[src/hdl/bpa_pkg.sv]
// Shared types and constants of the butterfly path allocator.
package bpa_pkg;

    // Width used for stage counts inside the block; holds any count up to fifteen.
    localparam int STAGE_W = 4;

    // Width of the stage count register.
    localparam int CFG_W = 3;

    // Reset value of the stage count register.
    localparam logic [CFG_W-1:0] CFG_STAGES_RESET = 3'd4;

    // Smallest stage count the network is built with.
    localparam logic [STAGE_W-1:0] MIN_STAGES = 4'd2;

    // Register index of the stage count register.
    localparam logic REG_STAGE_COUNT = 1'b0;

    // Item kinds carried in the action field.
    localparam logic ACT_CLEAR = 1'b0;
    localparam logic ACT_ROUTE = 1'b1;

    // Result status codes.
    typedef enum logic [2:0] {
        ST_GRANT    = 3'd0,
        ST_CONFLICT = 3'd1,
        ST_BLOCKED  = 3'd2,
        ST_RANGE    = 3'd3,
        ST_CLEARED  = 3'd4
    } status_t;

endpackage

[src/hdl/butterfly_path_allocator.sv]
// Top level of the butterfly path allocator: request decode, path check and busy bits.
//
// Usage
//   The block keeps one busy bit for every channel of a radix-2 butterfly and answers
//   each request item on the slave stream with one status item on the master stream.
//   A clear item (action 0) frees every channel and answers "round cleared". A route item
//   (action 1) names a source and a destination node; its whole path is checked and, when
//   every channel is free and the destination is not blocked, marked busy. The user must
//   write the stage count over the APB port only while no item is in flight (unenforced).
// Output timing and throughput
//   The status appears on the master stream in the cycle after the item is taken. One
//   item is taken every cycle unless the master stream stalls: all channel indices of
//   a path are formed at once and looked up in the busy-bit register, so the
//   read-check-update of that register completes within the accepting cycle.
// Reset
//   aresetn low frees every channel, empties the output register and sets the stage
//   count to four.
// Stalls
//   While a status waits and m_tready is low, s_tready is low; when the waiting status
//   is taken in a cycle, a new item can be taken in that same cycle.
module butterfly_path_allocator
    import bpa_pkg::*;
#(
    parameter int MAX_STAGES = 4
) (
    input  logic        aclk,
    input  logic        aresetn,
    // Request stream.
    input  logic        s_tvalid,
    output logic        s_tready,
    // s_tdata fields from bit 0: from_node [3:0], to_node [7:4], dest_blocked [8].
    input  logic [15:0] s_tdata,
    // s_tuser fields from bit 0: action [0].
    input  logic        s_tuser,
    // Status stream.
    output logic        m_tvalid,
    input  logic        m_tready,
    // m_tdata fields from bit 0: status [2:0].
    output logic [7:0]  m_tdata,
    // Configuration port.
    input  logic        psel,
    input  logic        penable,
    input  logic        pwrite,
    input  logic [2:0]  paddr,
    input  logic [31:0] pwdata,
    output logic [31:0] prdata,
    output logic        pready
);

    localparam int NODES    = 1 << MAX_STAGES;
    localparam int CHANNELS = (MAX_STAGES + 1) * NODES;
    localparam int CH_W     = $clog2(CHANNELS);
    localparam int NODE_W   = MAX_STAGES;

    logic [CFG_W-1:0]    stage_count_reg;
    logic [CHANNELS-1:0] busy_reg;
    logic [CHANNELS-1:0] busy_next;
    status_t             status_reg;
    status_t             status_next;
    logic                out_valid_reg;

    logic                in_accept;
    logic                cfg_write;
    logic [STAGE_W-1:0]  stages;
    logic [3:0]          from_node;
    logic [3:0]          to_node;
    logic                dest_blocked;
    logic                action;
    logic                out_of_range;
    logic                conflict;
    logic [CHANNELS-1:0] path_mask;

    assign from_node    = s_tdata[3:0];
    assign to_node      = s_tdata[7:4];
    assign dest_blocked = s_tdata[8];
    assign action       = s_tuser;

    // Handshakes: a new item enters whenever the output register is empty or drains.
    assign s_tready  = !out_valid_reg || m_tready;
    assign in_accept = s_tvalid && s_tready;
    assign m_tvalid  = out_valid_reg;
    assign m_tdata   = {5'd0, status_reg};

    // APB port: always ready, one register at word index zero.
    assign pready    = 1'b1;
    assign cfg_write = psel && penable && pwrite && (paddr[2] == REG_STAGE_COUNT);
    assign prdata    = (paddr[2] == REG_STAGE_COUNT) ?
                       {{(32-CFG_W){1'b0}}, stage_count_reg} : 32'd0;

    // Effective stage count: raised to the minimum first, then limited to the build size.
    always_comb begin
        stages = STAGE_W'(stage_count_reg);
        if (stages < MIN_STAGES) begin
            stages = MIN_STAGES;
        end
        if (stages > STAGE_W'(MAX_STAGES)) begin
            stages = STAGE_W'(MAX_STAGES);
        end
    end

    // A node is out of range when any bit at or above the stage count is set.
    assign out_of_range = ((from_node >> stages) != 4'd0) || ((to_node >> stages) != 4'd0);

    // Path walk: every column's channel index is formed and checked against the busy bits.
    always_comb begin
        logic [NODE_W-1:0] sw;
        logic [NODE_W-1:0] flip;
        logic [3:0]        dst_shift;
        logic              dbit;
        logic [CH_W-1:0]   idx;
        logic [CH_W-1:0]   col_base;

        path_mask = '0;
        conflict  = 1'b0;
        sw        = NODE_W'(from_node >> 1);
        flip      = '0;
        dst_shift = '0;
        dbit      = 1'b0;

        // Column zero carries the source node's own channel.
        idx       = CH_W'(from_node);
        path_mask = path_mask | (CHANNELS'(1) << idx);
        conflict  = conflict | busy_reg[idx];

        // Middle columns follow the destination bits from the top down.
        for (int i = 1; i < MAX_STAGES; i++) begin
            if (i < int'(stages)) begin
                dst_shift = to_node >> (stages - STAGE_W'(i));
                dbit      = dst_shift[0];
                col_base  = CH_W'(CH_W'(i) << stages);
                idx       = col_base + CH_W'({sw, dbit});
                path_mask = path_mask | (CHANNELS'(1) << idx);
                conflict  = conflict | busy_reg[idx];
                flip      = NODE_W'(1) << (stages - STAGE_W'(i) - STAGE_W'(1));
                sw        = dbit ? (sw | flip) : (sw & ~flip);
            end
        end

        // The last column carries the destination node's channel.
        col_base  = CH_W'(CH_W'(stages) << stages);
        idx       = col_base + CH_W'(to_node);
        path_mask = path_mask | (CHANNELS'(1) << idx);
        conflict  = conflict | busy_reg[idx];
    end

    // Decision for the item on the input: status and the busy bits it leaves.
    always_comb begin
        busy_next   = busy_reg;
        status_next = ST_GRANT;
        if (action == ACT_CLEAR) begin
            busy_next   = '0;
            status_next = ST_CLEARED;
        end else if (out_of_range) begin
            status_next = ST_RANGE;
        end else if (dest_blocked) begin
            status_next = ST_BLOCKED;
        end else if (conflict) begin
            status_next = ST_CONFLICT;
        end else begin
            busy_next   = busy_reg | path_mask;
            status_next = ST_GRANT;
        end
    end

    // Control state: busy bits, output valid and the stage count register.
    always_ff @(posedge aclk) begin
        if (!aresetn) begin
            busy_reg        <= '0;
            out_valid_reg   <= 1'b0;
            stage_count_reg <= CFG_STAGES_RESET;
        end else begin
            if (in_accept) begin
                busy_reg      <= busy_next;
                out_valid_reg <= 1'b1;
            end else if (m_tready) begin
                out_valid_reg <= 1'b0;
            end
            if (cfg_write) begin
                stage_count_reg <= pwdata[CFG_W-1:0];
            end
        end
    end

    // Result register: loaded with the status of each item taken.
    always_ff @(posedge aclk) begin
        if (in_accept) begin
            status_reg <= status_next;
        end
    end

endmodule

[config.mk]
export PLATFORM = sky130hd
export DESIGN_NAME = butterfly_path_allocator
export DESIGN_NICKNAME = d
export VERILOG_FILES = /design/src/hdl/bpa_pkg.sv /design/src/hdl/butterfly_path_allocator.sv
export SDC_FILE = /design/constraint.sdc
export NUM_CORES = 1
export LEC_CHECK = 0
export BUFFER_PORTS_ARGS = -buffer_cell sky130_fd_sc_hd__buf_2
export CAP_MARGIN = 20
export CELL_PAD_IN_SITES_DETAIL_PLACEMENT = 1
export CELL_PAD_IN_SITES_GLOBAL_PLACEMENT = 2
export CORE_UTILIZATION = 33
export DETAILED_ROUTE_END_ITERATION = 10
export HOLD_SLACK_MARGIN = 0.1
export PLACE_DENSITY_LB_ADDON = 0.25
export SLEW_MARGIN = 20
export SYNTH_ARGS = -nofsm -noshare
export SYNTH_HDL_FRONTEND = slang
export SYNTH_SLANG_ARGS = --single-unit
[constraint.sdc]
create_clock -name aclk -period 5.95 [get_ports aclk]
set_clock_uncertainty 0.05 [all_clocks]
set_input_delay 1.19 -clock aclk [delete_from_list [all_inputs] [get_ports aclk]]
set_output_delay 1.19 -clock aclk [all_outputs]
set_load 0.03 [all_outputs]
==> impl_metrics.env, run 1 <==
export IMPL_antenna_found_initial=0
export IMPL_via_per_inst=6.779
export IMPL_drt_iter0_markers=1421
export IMPL_final_nets=1451
export IMPL_place_hpwl_mm=41.91
export IMPL_synth_edff_count=3
export IMPL_stdcell_area_um2=11450
export IMPL_grtUsageTotal=0.3574
export IMPL_finalCriticalPeriod_ns=5.642
export IMPL_grt_pass1_wl_mm=81.61
export IMPL_setup_viol=0
export IMPL_post_place_ws_ns=0.1350
export IMPL_p_leak_nw=3.854
export IMPL_synth_cells=1349
export IMPL_root_buffer="clkbuf_16"
export IMPL_ys_seq_area_frac=0.1716
export IMPL_io_buffer_count=28
export IMPL_worstPathCellList="nand2_1 > nor2_1 > inv_2 > ha_1 > mux2i_1 > nor4_1 > a21oi_1 > o21ai_0 > buf_4 > ha_1 > inv_1 > fa_1 > xor2_1 > and2_1 > a21oi_1 > and3_1 > nor4_1 > a211oi_4 > buf_4 > nand4_1 > o21ai_0"
export IMPL_route_final_wire_length_mm=56.03
export IMPL_rows=64
export IMPL_max_stage_delay_ns=0.90
export IMPL_rr_startpoint="stage_count_reg[0]"
export IMPL_hold_buffers=0
export IMPL_crit_buf_inv=4
export IMPL_maxCapViolations=0
export IMPL_min_from="busy_reg[35]"
export IMPL_route_detailed_drc=0
export IMPL_layout_common_cells="nand2_1, nor2_1, buf_4"
export IMPL_synth_area_per_cell_um2=7.652
export IMPL_die_x_um=178.9
export IMPL_fin_total_pwr_mw=1.888
export IMPL_largest_reg_flops=80
export IMPL_power_density_nw_per_um2=164.9
export IMPL_die_area_um2=31990
export IMPL_ys_types=72
export IMPL_netlist_area_um2=10320
export IMPL_path_clk_slew_ns=0.07
export IMPL_numCtsBuffers=9
export IMPL_cts_buffer_depth=2
export IMPL_final_setup_tns_ns=0
export IMPL_cts_tree="done"
export IMPL_maxSlewViolCount=0
export IMPL_fp_dieH_um=178.9
export IMPL_dr_total_vias=11972
export IMPL_endpoint_kind="flop"
export IMPL_fmax_mhz=177.3
export IMPL_start_kind="flop"
export IMPL_critical_path_required_ns=6.16
export IMPL_crit_fanout=30
export IMPL_slowest_stage="nor4_1"
export IMPL_layout_drive_gt1_share=0.1854
export IMPL_placed_cell_area_um2=11150
export IMPL_ir_drop_v=0.0001505
export IMPL_core_area_um2=30670
export IMPL_initial_utilization=0.3366
export IMPL_yosysWarnings=0
export IMPL_hold_class="flop to flop"
export IMPL_antenna_cells=0
export IMPL_ys_ff_latch=87
export IMPL_relSlewSlack=0.2510
export IMPL_grt_max_degree=81
export IMPL_clk_latency_ns=0.39
export IMPL_layout_setup_ws_ns=0.3084
export IMPL_cpLargestDelayFamily="simple AND/OR/NAND/NOR gates"
export IMPL_grt_pass1_vias=11595
export IMPL_status="complete, no violations"
export IMPL_dr_pass1_iters=6
export IMPL_dominantRegCellSynth="dfxtp_1"
export IMPL_async_flop_share=0
export IMPL_cts_sinks=87
export IMPL_period_share=0.9482
export IMPL_rsz0062_at_grt="false"
export IMPL_crit_start="stage_count_reg[0]"
export IMPL_ant_nets=0
export IMPL_hold_ws_ns=0.4504
export IMPL_worst_pin_slew_ns=1.113
export IMPL_gp_congestion=0.9740
export IMPL_cts_max_level=3
export IMPL_hold_violations=0
export IMPL_path_class="flop to flop"
export IMPL_final_common_cell="nand2_1"
export IMPL_postCtsSetupRepairBufs=0
export IMPL_overflow=0
export IMPL_crit_arrival_ns=5.85
export IMPL_ios=102
export IMPL_detail_route_wl_per_cell_um=31.73
export IMPL_layout_area_overhead_vs_synth_pct=10.91
==> cell usage after synthesis, types with 4 or more instances <==
master	instances	share of area
fa_1	4	0.0078
nand4_1	78	0.047
nand3b_1	16	0.012
a211oi_1	40	0.029
buf_2	19	0.0092
inv_1	20	0.0073
o21ai_1	18	0.0087
mux4_2	72	0.16
dfxtp_1	84	0.16
o32ai_1	5	0.0042
nor2b_1	17	0.010
nand2b_1	13	0.0079
a221oi_1	20	0.017
nor3_1	37	0.018
o32a_1	4	0.0039
a31oi_1	7	0.0042
buf_4	38	0.028
o221ai_1	16	0.014
a21oi_1	43	0.021
nor2_1	131	0.048
o21ai_0	77	0.037
and3_1	18	0.011
or4_1	8	0.0058
nor4_1	9	0.0055
mux2i_1	15	0.015
nand2_1	163	0.059
mux2_2	12	0.013
buf_1	10	0.0036
clkbuf_1	87	0.032
xnor2_1	15	0.013
a21o_1	8	0.0058
o31ai_1	20	0.015
ha_1	23	0.028
o21a_1	5	0.0036
nand3_1	69	0.033
a22oi_1	5	0.0036
o22ai_1	52	0.032
o221a_2	8	0.0087
xor2_1	6	0.0051
==> cells by family after synthesis <==
kind of cell	count (synthesis)	synth area share
XOR/XNOR	21	0.01782
other	2	0.0007275
buffers and inverters	176	0.08085
AO/OA/AOI/OAI	361	0.2379
adder cells (fa/ha/maj)	27	0.03564
AND/OR/NAND/NOR	576	0.2707
flip-flops	87	0.1716
multiplexers	99	0.1847
==> metrics by stage <==
| step | std cells | utilization |
|---|---|---|
| after floorplan | 1387 | - |
| after global placement | 1750 | 0.3636 |
| after detailed placement | 1750 | 0.3636 |
| after CTS | 1766 | 0.3727 |
| after global routing | 1766 | 0.3733 |
| final | 1766 | 0.3733 |
==> path summary, 6_finish.rpt <==
kind,endpoint,cells after the start,slack [ns]
max,busy_reg[39],21,0.31
min,busy_reg[35],2,0.45
max reg2reg,busy_reg[39],21,0.31
min reg2reg,busy_reg[35],2,0.45
==> power by group <==
group / switching (mW) / internal (mW)
registers: 0.00956 / 0.594
logic: 0.503 / 0.195
clock network: 0.300 / 0.287
==> worst register-to-register path, stage by stage (launching register included) <==
cell and delay [ns]:
dfxtp_1 0.40, nand2_1 0.10, nor2_1 0.19, inv_2 0.06
ha_1 0.33, mux2i_1 0.16, nor4_1 0.19, a21oi_1 0.07
o21ai_0 0.17, buf_4 0.15, ha_1 0.17, inv_1 0.07
fa_1 0.52, xor2_1 0.53, and2_1 0.39, a21oi_1 0.11
and3_1 0.23, nor4_1 0.90, a211oi_4 0.09, buf_4 0.32
nand4_1 0.23, o21ai_0 0.10
==> area by class of cell <==
| type | count | area (um2) |
|---|---|---|
| clock buffer | 9 | 225.2 |
| tap | 396 | 495.5 |
| fill | 3787 | 19220 |
| multi-input combinational | 1124 | 7928 |
| timing repair buffer | 122 | 895.9 |
| sequential | 87 | 1772 |
| inverter | 21 | 78.83 |
| clock inverter | 7 | 53.80 |
==> routing by layer <==
layer / wire (um) / vias up / part of all wire / track usage
met5: 0 / - / 0 / 0
met4: 1981 / 0 / 0.035 / 0.1331
met3: 4607 / 97 / 0.082 / 0.06170
met2: 25200 / 617 / 0.45 / 0.5597
met1: 24240 / 6100 / 0.43 / 0.4882
li1: - / 5158 / - / -
==> what timing repair did <==
| action | CTS | global route |
|---|---|---|
| setup endpoints to repair | 0 | 22 |
| resized for setup | 0 | 5 |
| hold endpoints to repair | 0 | 0 |
Power figures use the tool's default switching activity.
==> inputs of run 2 (changes only) <==
- CORE_UTILIZATION: 33 -> 39
- clock period: 5.95 -> 6.49 ns (I/O delays scaled with it)
==> run 2 against run 1 <==
The run now ends with design-rule violations left. Flip-flop and latch count unchanged. Combinational power down 14%. Critical path depth is 2 lower. Die area is 15% lower. Global-route usage up 4.3 points. Setup slack improved by 0.090 ns. First-iteration DRC count increased by 21%. Non-clock buffer count is 29 lower. Largest power group is now clock.
==> impl_metrics.env, run 2 (same netlist as run 1, synthesis figures left out) <==
export IMPL_status="finished, violations left"
export IMPL_failed_checks="design-rule violations"
export IMPL_cts_resized=0
export IMPL_numCtsBuffers=9
export IMPL_worst_pin_slew_ns=1.142
export IMPL_p_leak_nw=3.726
export IMPL_crit_arrival_ns=6.28
export IMPL_cts_max_level=3
export IMPL_relSlewSlack=0.2331
export IMPL_final_setup_tns_ns=0
export IMPL_grt_pass1_vias=11614
export IMPL_maxCapViolations=0
export IMPL_dr_pass1_iters=8
export IMPL_setup_viol=0
export IMPL_wl_met1_mm=21.98
export IMPL_crit_buf_inv=3
export IMPL_wl_met3_mm=5.787
export IMPL_grtUsageTotal=0.4006
export IMPL_final_nets=1422
export IMPL_final_common_cell="nand2_1"
export IMPL_period_share=0.9386
export IMPL_ir_drop_v=0.0001074
export IMPL_via_per_inst=7.197
export IMPL_start_kind="flop"
export IMPL_cts_sinks=87
export IMPL_power_density_nw_per_um2=158.6
export IMPL_ant_nets=0
export IMPL_path_clk_slew_ns=0.08
export IMPL_hold_class="flop to flop"
export IMPL_fmax_mhz=164.2
export IMPL_layout_area_overhead_vs_synth_pct=7.794
export IMPL_dr_total_vias=12063
export IMPL_grt_pass1_wl_mm=78.39
export IMPL_slowest_stage="fa_1"
export IMPL_layout_drive_gt1_share=0.1648
export IMPL_antenna_found_initial=0
export IMPL_top_layer="met4"
export IMPL_hold_buffers=0
export IMPL_die_x_um=164.7
export IMPL_hold_ws_ns=0.4487
export IMPL_finalCriticalPeriod_ns=6.091
export IMPL_rsz0062_at_grt="false"
export IMPL_layout_common_cells="nand2_1, nor2_1, dfxtp_1"
export IMPL_crit_fanout=60
export IMPL_rows=59
export IMPL_die_area_um2=27120
export IMPL_hold_violations=0
export IMPL_io_buffer_count=28
export IMPL_worstPathCellList="nand2_1 > nor2_1 > inv_2 > ha_1 > mux2i_1 > nor4_1 > a21oi_1 > o21ai_0 > ha_1 > inv_1 > fa_1 > and2_1 > a21oi_1 > and3_1 > nor4_1 > a211oi_4 > buf_4 > nand4_1 > o21ai_0"
export IMPL_root_buffer="clkbuf_16"
export IMPL_detail_route_wl_per_cell_um=31.96
export IMPL_gp_congestion=1.031
export IMPL_drt_iter0_markers=1722
export IMPL_antenna_cells=0
export IMPL_path_class="flop to flop"
export IMPL_largest_reg_flops=80
export IMPL_core_area_um2=25980
export IMPL_overflow=0
export IMPL_route_final_wire_length_mm=53.56
export IMPL_fp_dieH_um=164.7
export IMPL_route_met2_wl_mm=22.68
export IMPL_initial_utilization=0.3972
export IMPL_cts_tree="done"
export IMPL_postCtsSetupRepairBufs=0
export IMPL_clk_latency_ns=0.37
export IMPL_maxSlewViolCount=0
export IMPL_cpLargestDelayFamily="simple AND/OR/NAND/NOR gates"
export IMPL_route_detailed_drc=2
export IMPL_max_stage_delay_ns=0.88
export IMPL_place_hpwl_mm=39.01
export IMPL_endpoint_kind="flop"
export IMPL_cts_buffer_depth=2
export IMPL_critical_path_required_ns=6.68
export IMPL_ios=102
export IMPL_grt_max_degree=81
## run 2: changes by cell type in the layout (fill, tap and decap cells not counted), moves of 2 or more
cell / change
nor3_2: -2
buf_4: -25
ha_2: -2
buf_12: -4
nor3_1: +2
inv_6: -2
ha_1: +2
## run 2: worst reg2reg max path, delay by kind of cell (launching register included)
family / cells / cell delay (ns)
simple gates: 7 / 2.61
flops: 1 / 0.40
buf+inv: 3 / 0.53
compound gates: 5 / 0.76
fa+ha+maj: 3 / 1.44
mux: 1 / 0.18
## run 2: cell type report
type | instances | area (um2)
sequential | 87 | 1772
inverter | 21 | 78.83
tap | 335 | 419.2
clock inverter | 5 | 60.06
clock buffer | 11 | 264.0
fill | 3207 | 14860
multi-input combinational | 1124 | 7905
timing repair buffer | 93 | 628.1
## run 2: through the flow
stage / area (um2) / cells / setup WS, ns / power (mW) / utilization
2_1_floorplan: 10470 / 1387 / 0.8626 / 0.9349 / -
3_3_place_gp: 10800 / 1660 / 0.3162 / 1.140 / 0.4155
3_5_place_dp: 10800 / 1660 / 0.3354 / 1.142 / 0.4155
4_1_cts: 11120 / 1676 / 0.4517 / 1.747 / 0.4280
5_1_grt: 11130 / 1676 / 0.07290 / 1.811 / 0.4282
6_report: 11130 / 1676 / 0.3988 / 1.765 / 0.4282
## run 2: worst paths after layout
kind	endpoint	cells past startpoint	from	slack, ns
worst min-delay path	busy_reg[60]	2	busy_reg[60]	0.45
worst max-delay path	busy_reg[5]	19	stage_count_reg[1]	0.40
worst min register to register	busy_reg[60]	2	busy_reg[60]	0.45
worst max register to register	busy_reg[5]	19	stage_count_reg[1]	0.40
## run 2: per-layer routing
layer,up-vias,global-route usage
li1,5105,-
met1,5963,0.5415
met2,814,0.5829
met3,181,0.09995
met4,0,0.2152
met5,-,0
## run 2: power by group
group          switching, mW  total, mW  leakage (nW)  internal [mW]
registers            0.00945      0.554         0.707          0.544
clock network          0.275      0.611         0.154          0.335
logic                  0.447      0.601          2.87          0.153
total                  0.732       1.76          3.73           1.03
==> inputs of run 3 (changes only) <==
- ABC_AREA: unset -> 1
- CORE_UTILIZATION: 39 -> 35
- SLEW_MARGIN: 20 -> 30
==> run 3 against run 2 <==
The flow now finishes without violations. Largest cell class unchanged. Combinational power grew 58%. Setup slack better by 0.16 ns. Synthesized area is 10% higher. Wire length increased by 27%. Via count grew 21%. Largest power group is now combinational cells. Total power increased by 18%. Sequential share of layout area down 1.5 points. Critical path type is now primary input to flop. Global-route usage grew 1.2 points. Core utilization decreased by 4.1 points.
==> impl_metrics.env, run 3 <==
export IMPL_relSlewSlack=0.3093
export IMPL_use_met3=0.08421
export IMPL_maxCapViolations=0
export IMPL_finalCriticalPeriod_ns=5.935
export IMPL_status="complete, no violations"
export IMPL_worst_pin_slew_ns=1.028
export IMPL_endpoint_kind="flop"
export IMPL_dominantRegCellSynth="dfxtp_1"
export IMPL_synth_compound_area_share=0.1794
export IMPL_maxSlewViolCount=0
export IMPL_antenna_found_initial=0
export IMPL_ys_seq_area_frac=0.1560
export IMPL_stdcell_area_um2=12290
export IMPL_rr_startpoint="stage_count_reg[1]"
export IMPL_synthTopCellsByCount="nand2_1, nor2_1, inv_1"
export IMPL_synth_xor_xnor_area_share=0.007602
export IMPL_met2_usage=0.6175
export IMPL_grt_pass1_wl_mm=98.66
export IMPL_gp_congestion=1.029
export IMPL_r2r_slack_ns=0.59
export IMPL_yosysWarnings=0
export IMPL_netlist_area_um2=11360
export IMPL_synth_top_area_frac=0.1620
export IMPL_dr_total_vias=14608
export IMPL_max_stage_delay_ns=0.67
export IMPL_io_buffer_count=28
export IMPL_ys_ff_latch=87
export IMPL_grtUsageTotal=0.4129
export IMPL_clk_latency_ns=0.39
export IMPL_placed_cell_area_um2=12000
export IMPL_cts_sinks=87
export IMPL_largest_reg_flops=80
export IMPL_initial_utilization=0.3580
export IMPL_yosys_area_top_type="nand2_1"
export IMPL_start_kind="primary input"
export IMPL_via_per_inst=6.140
export IMPL_path_clk_slew_ns=0.07
export IMPL_crit_fanout=29
export IMPL_r2r_end="busy_reg[45]"
export IMPL_cts_tree="done"
export IMPL_core_area_um2=31720
export IMPL_setup_viol=0
export IMPL_final_common_cell="nand2_1"
export IMPL_synth_mux_area_fraction=0
export IMPL_cts_resized=0
export IMPL_async_flop_share=0
export IMPL_synth_cells=1961
export IMPL_hold_depth=2
export IMPL_path_class="primary input to flop"
export IMPL_critical_path_required_ns=6.76
export IMPL_overflow=0
export IMPL_synth_edff_count=3
export IMPL_fp_dieH_um=182.1
export IMPL_layout_common_cells="nand2_1, nor2_1, inv_1"
export IMPL_postCtsSetupRepairBufs=0
export IMPL_cts_buffer_depth=2
export IMPL_slowest_stage="fa_1"
export IMPL_hold_class="flop to flop"
export IMPL_hold_end="busy_reg[30]"
export IMPL_hold_ws_ns=0.4718
export IMPL_layout_setup_ws_ns=0.5546
export IMPL_hold_violations=0
export IMPL_min_from="busy_reg[30]"
export IMPL_synthAdderAreaFrac=0.03239
export IMPL_grt_pass1_vias=14365
export IMPL_ys_types=56
export IMPL_period_share=0.9146
export IMPL_root_buffer="clkbuf_16"
export IMPL_die_area_um2=33170
export IMPL_synth_area_per_cell_um2=5.791
export IMPL_layout_drive_gt1_share=0.1356
export IMPL_dr_pass1_iters=5
export IMPL_route_detailed_drc=0
export IMPL_use_met1=0.5417
export IMPL_hold_buffers=0
export IMPL_route_final_wire_length_mm=68.13
export IMPL_ios=102
export IMPL_synthSimpleGateAreaFrac=0.4718
export IMPL_yosysMostFrequentCell="nand2_1"
export IMPL_numCtsBuffers=9
export IMPL_layout_area_overhead_vs_synth_pct=8.252
export IMPL_synth_top_family_by_area="simple AND/OR/NAND/NOR gates"
export IMPL_detail_route_wl_per_cell_um=28.64
export IMPL_fmax_mhz=168.5
export IMPL_p_leak_nw=4.792
export IMPL_ys_top_cells_by_area="nand2_1, dfxtp_1, nand3_1, nor2_1, nand3_2"
export IMPL_cp_common_cell="nand2_1"
export IMPL_grt_max_degree=81
export IMPL_power_density_nw_per_um2=168.8
export IMPL_place_hpwl_mm=48.69
export IMPL_rows=65
export IMPL_drt_iter0_markers=1424
export IMPL_final_setup_tns_ns=0
export IMPL_die_x_um=182.1
export IMPL_ant_nets=0
export IMPL_crit_arrival_ns=6.20
export IMPL_ir_drop_v=0.0001587
export IMPL_cts_max_level=3
export IMPL_busiest_layer="met2"
export IMPL_post_place_ws_ns=0.2837
export IMPL_rr_worst_depth=30
export IMPL_rsz0062_at_grt="false"
export IMPL_final_nets=2057
## run 3: report_power, final
| part | switching [mW] | internal (mW) |
|---|---|---|
| combinational | 0.737 | 0.211 |
| clock | 0.267 | 0.308 |
| sequential | 0.00662 | 0.545 |
| total | 1.01 | 1.06 |
## run 3: metal layers
layer / wire (um) / up-vias
li1: - / 6519
met1: 28890 / 7113
met2: 28750 / 767
met3: 5981 / 209
met4: 4504 / 0
met5: 0 / -
## run 3: worst max-delay path, delay by kind of cell
| family | cells | cell delay [ns] |
|---|---|---|
| AOI/OAI and AO/OA | 2 | 0.47 |
| buffers and inverters | 6 | 1.13 |
| and+or+nand+nor | 22 | 2.57 |
| adders and majority gates | 1 | 0.67 |
## run 3: final cells by class
type	instances	area (um2)
Clock inverter	4	45.04
Fill cell	4398	19420
Antenna cell	1	2.502
Sequential cell	87	1772
Clock buffer	12	246.5
Tap cell	402	503.0
Timing Repair Buffer	117	874.6
Multi-Input combinational cell	1541	8043
Inverter	215	807.0
## run 3: kinds of logic after synthesis
| group | count (synthesis) |
|---|---|
| and+or+nand+nor | 1138 |
| buffers and inverters | 371 |
| AOI/OAI and AO/OA | 327 |
| DFF | 87 |
| adders and majority gates | 27 |
| xor gates and xnor gates | 9 |
| other | 2 |
## run 3: worst max-delay path by stage
| stage | slack (ns) | start | end |
|---|---|---|---|
| floorplan | 1.27 | s_tdata[4] | status_reg[0] |
| global placement | 0.37 | s_tdata[4] | busy_reg[45] |
| detailed placement | 0.28 | s_tdata[4] | busy_reg[45] |
| CTS | 0.64 | s_tdata[4] | busy_reg[45] |
| global route | 0.30 | stage_count_reg[1] | busy_reg[45] |
| finish | 0.55 | s_tdata[4] | busy_reg[45] |
## run 3: through the flow
step,cells,total power [mW],util
floorplan,1999,1.108,-
global placement,2362,1.469,0.3782
detailed placement,2362,1.473,0.3783
CTS,2378,2.045,0.3875
global route,2378,2.133,0.3875
finish,2379,2.075,0.3876
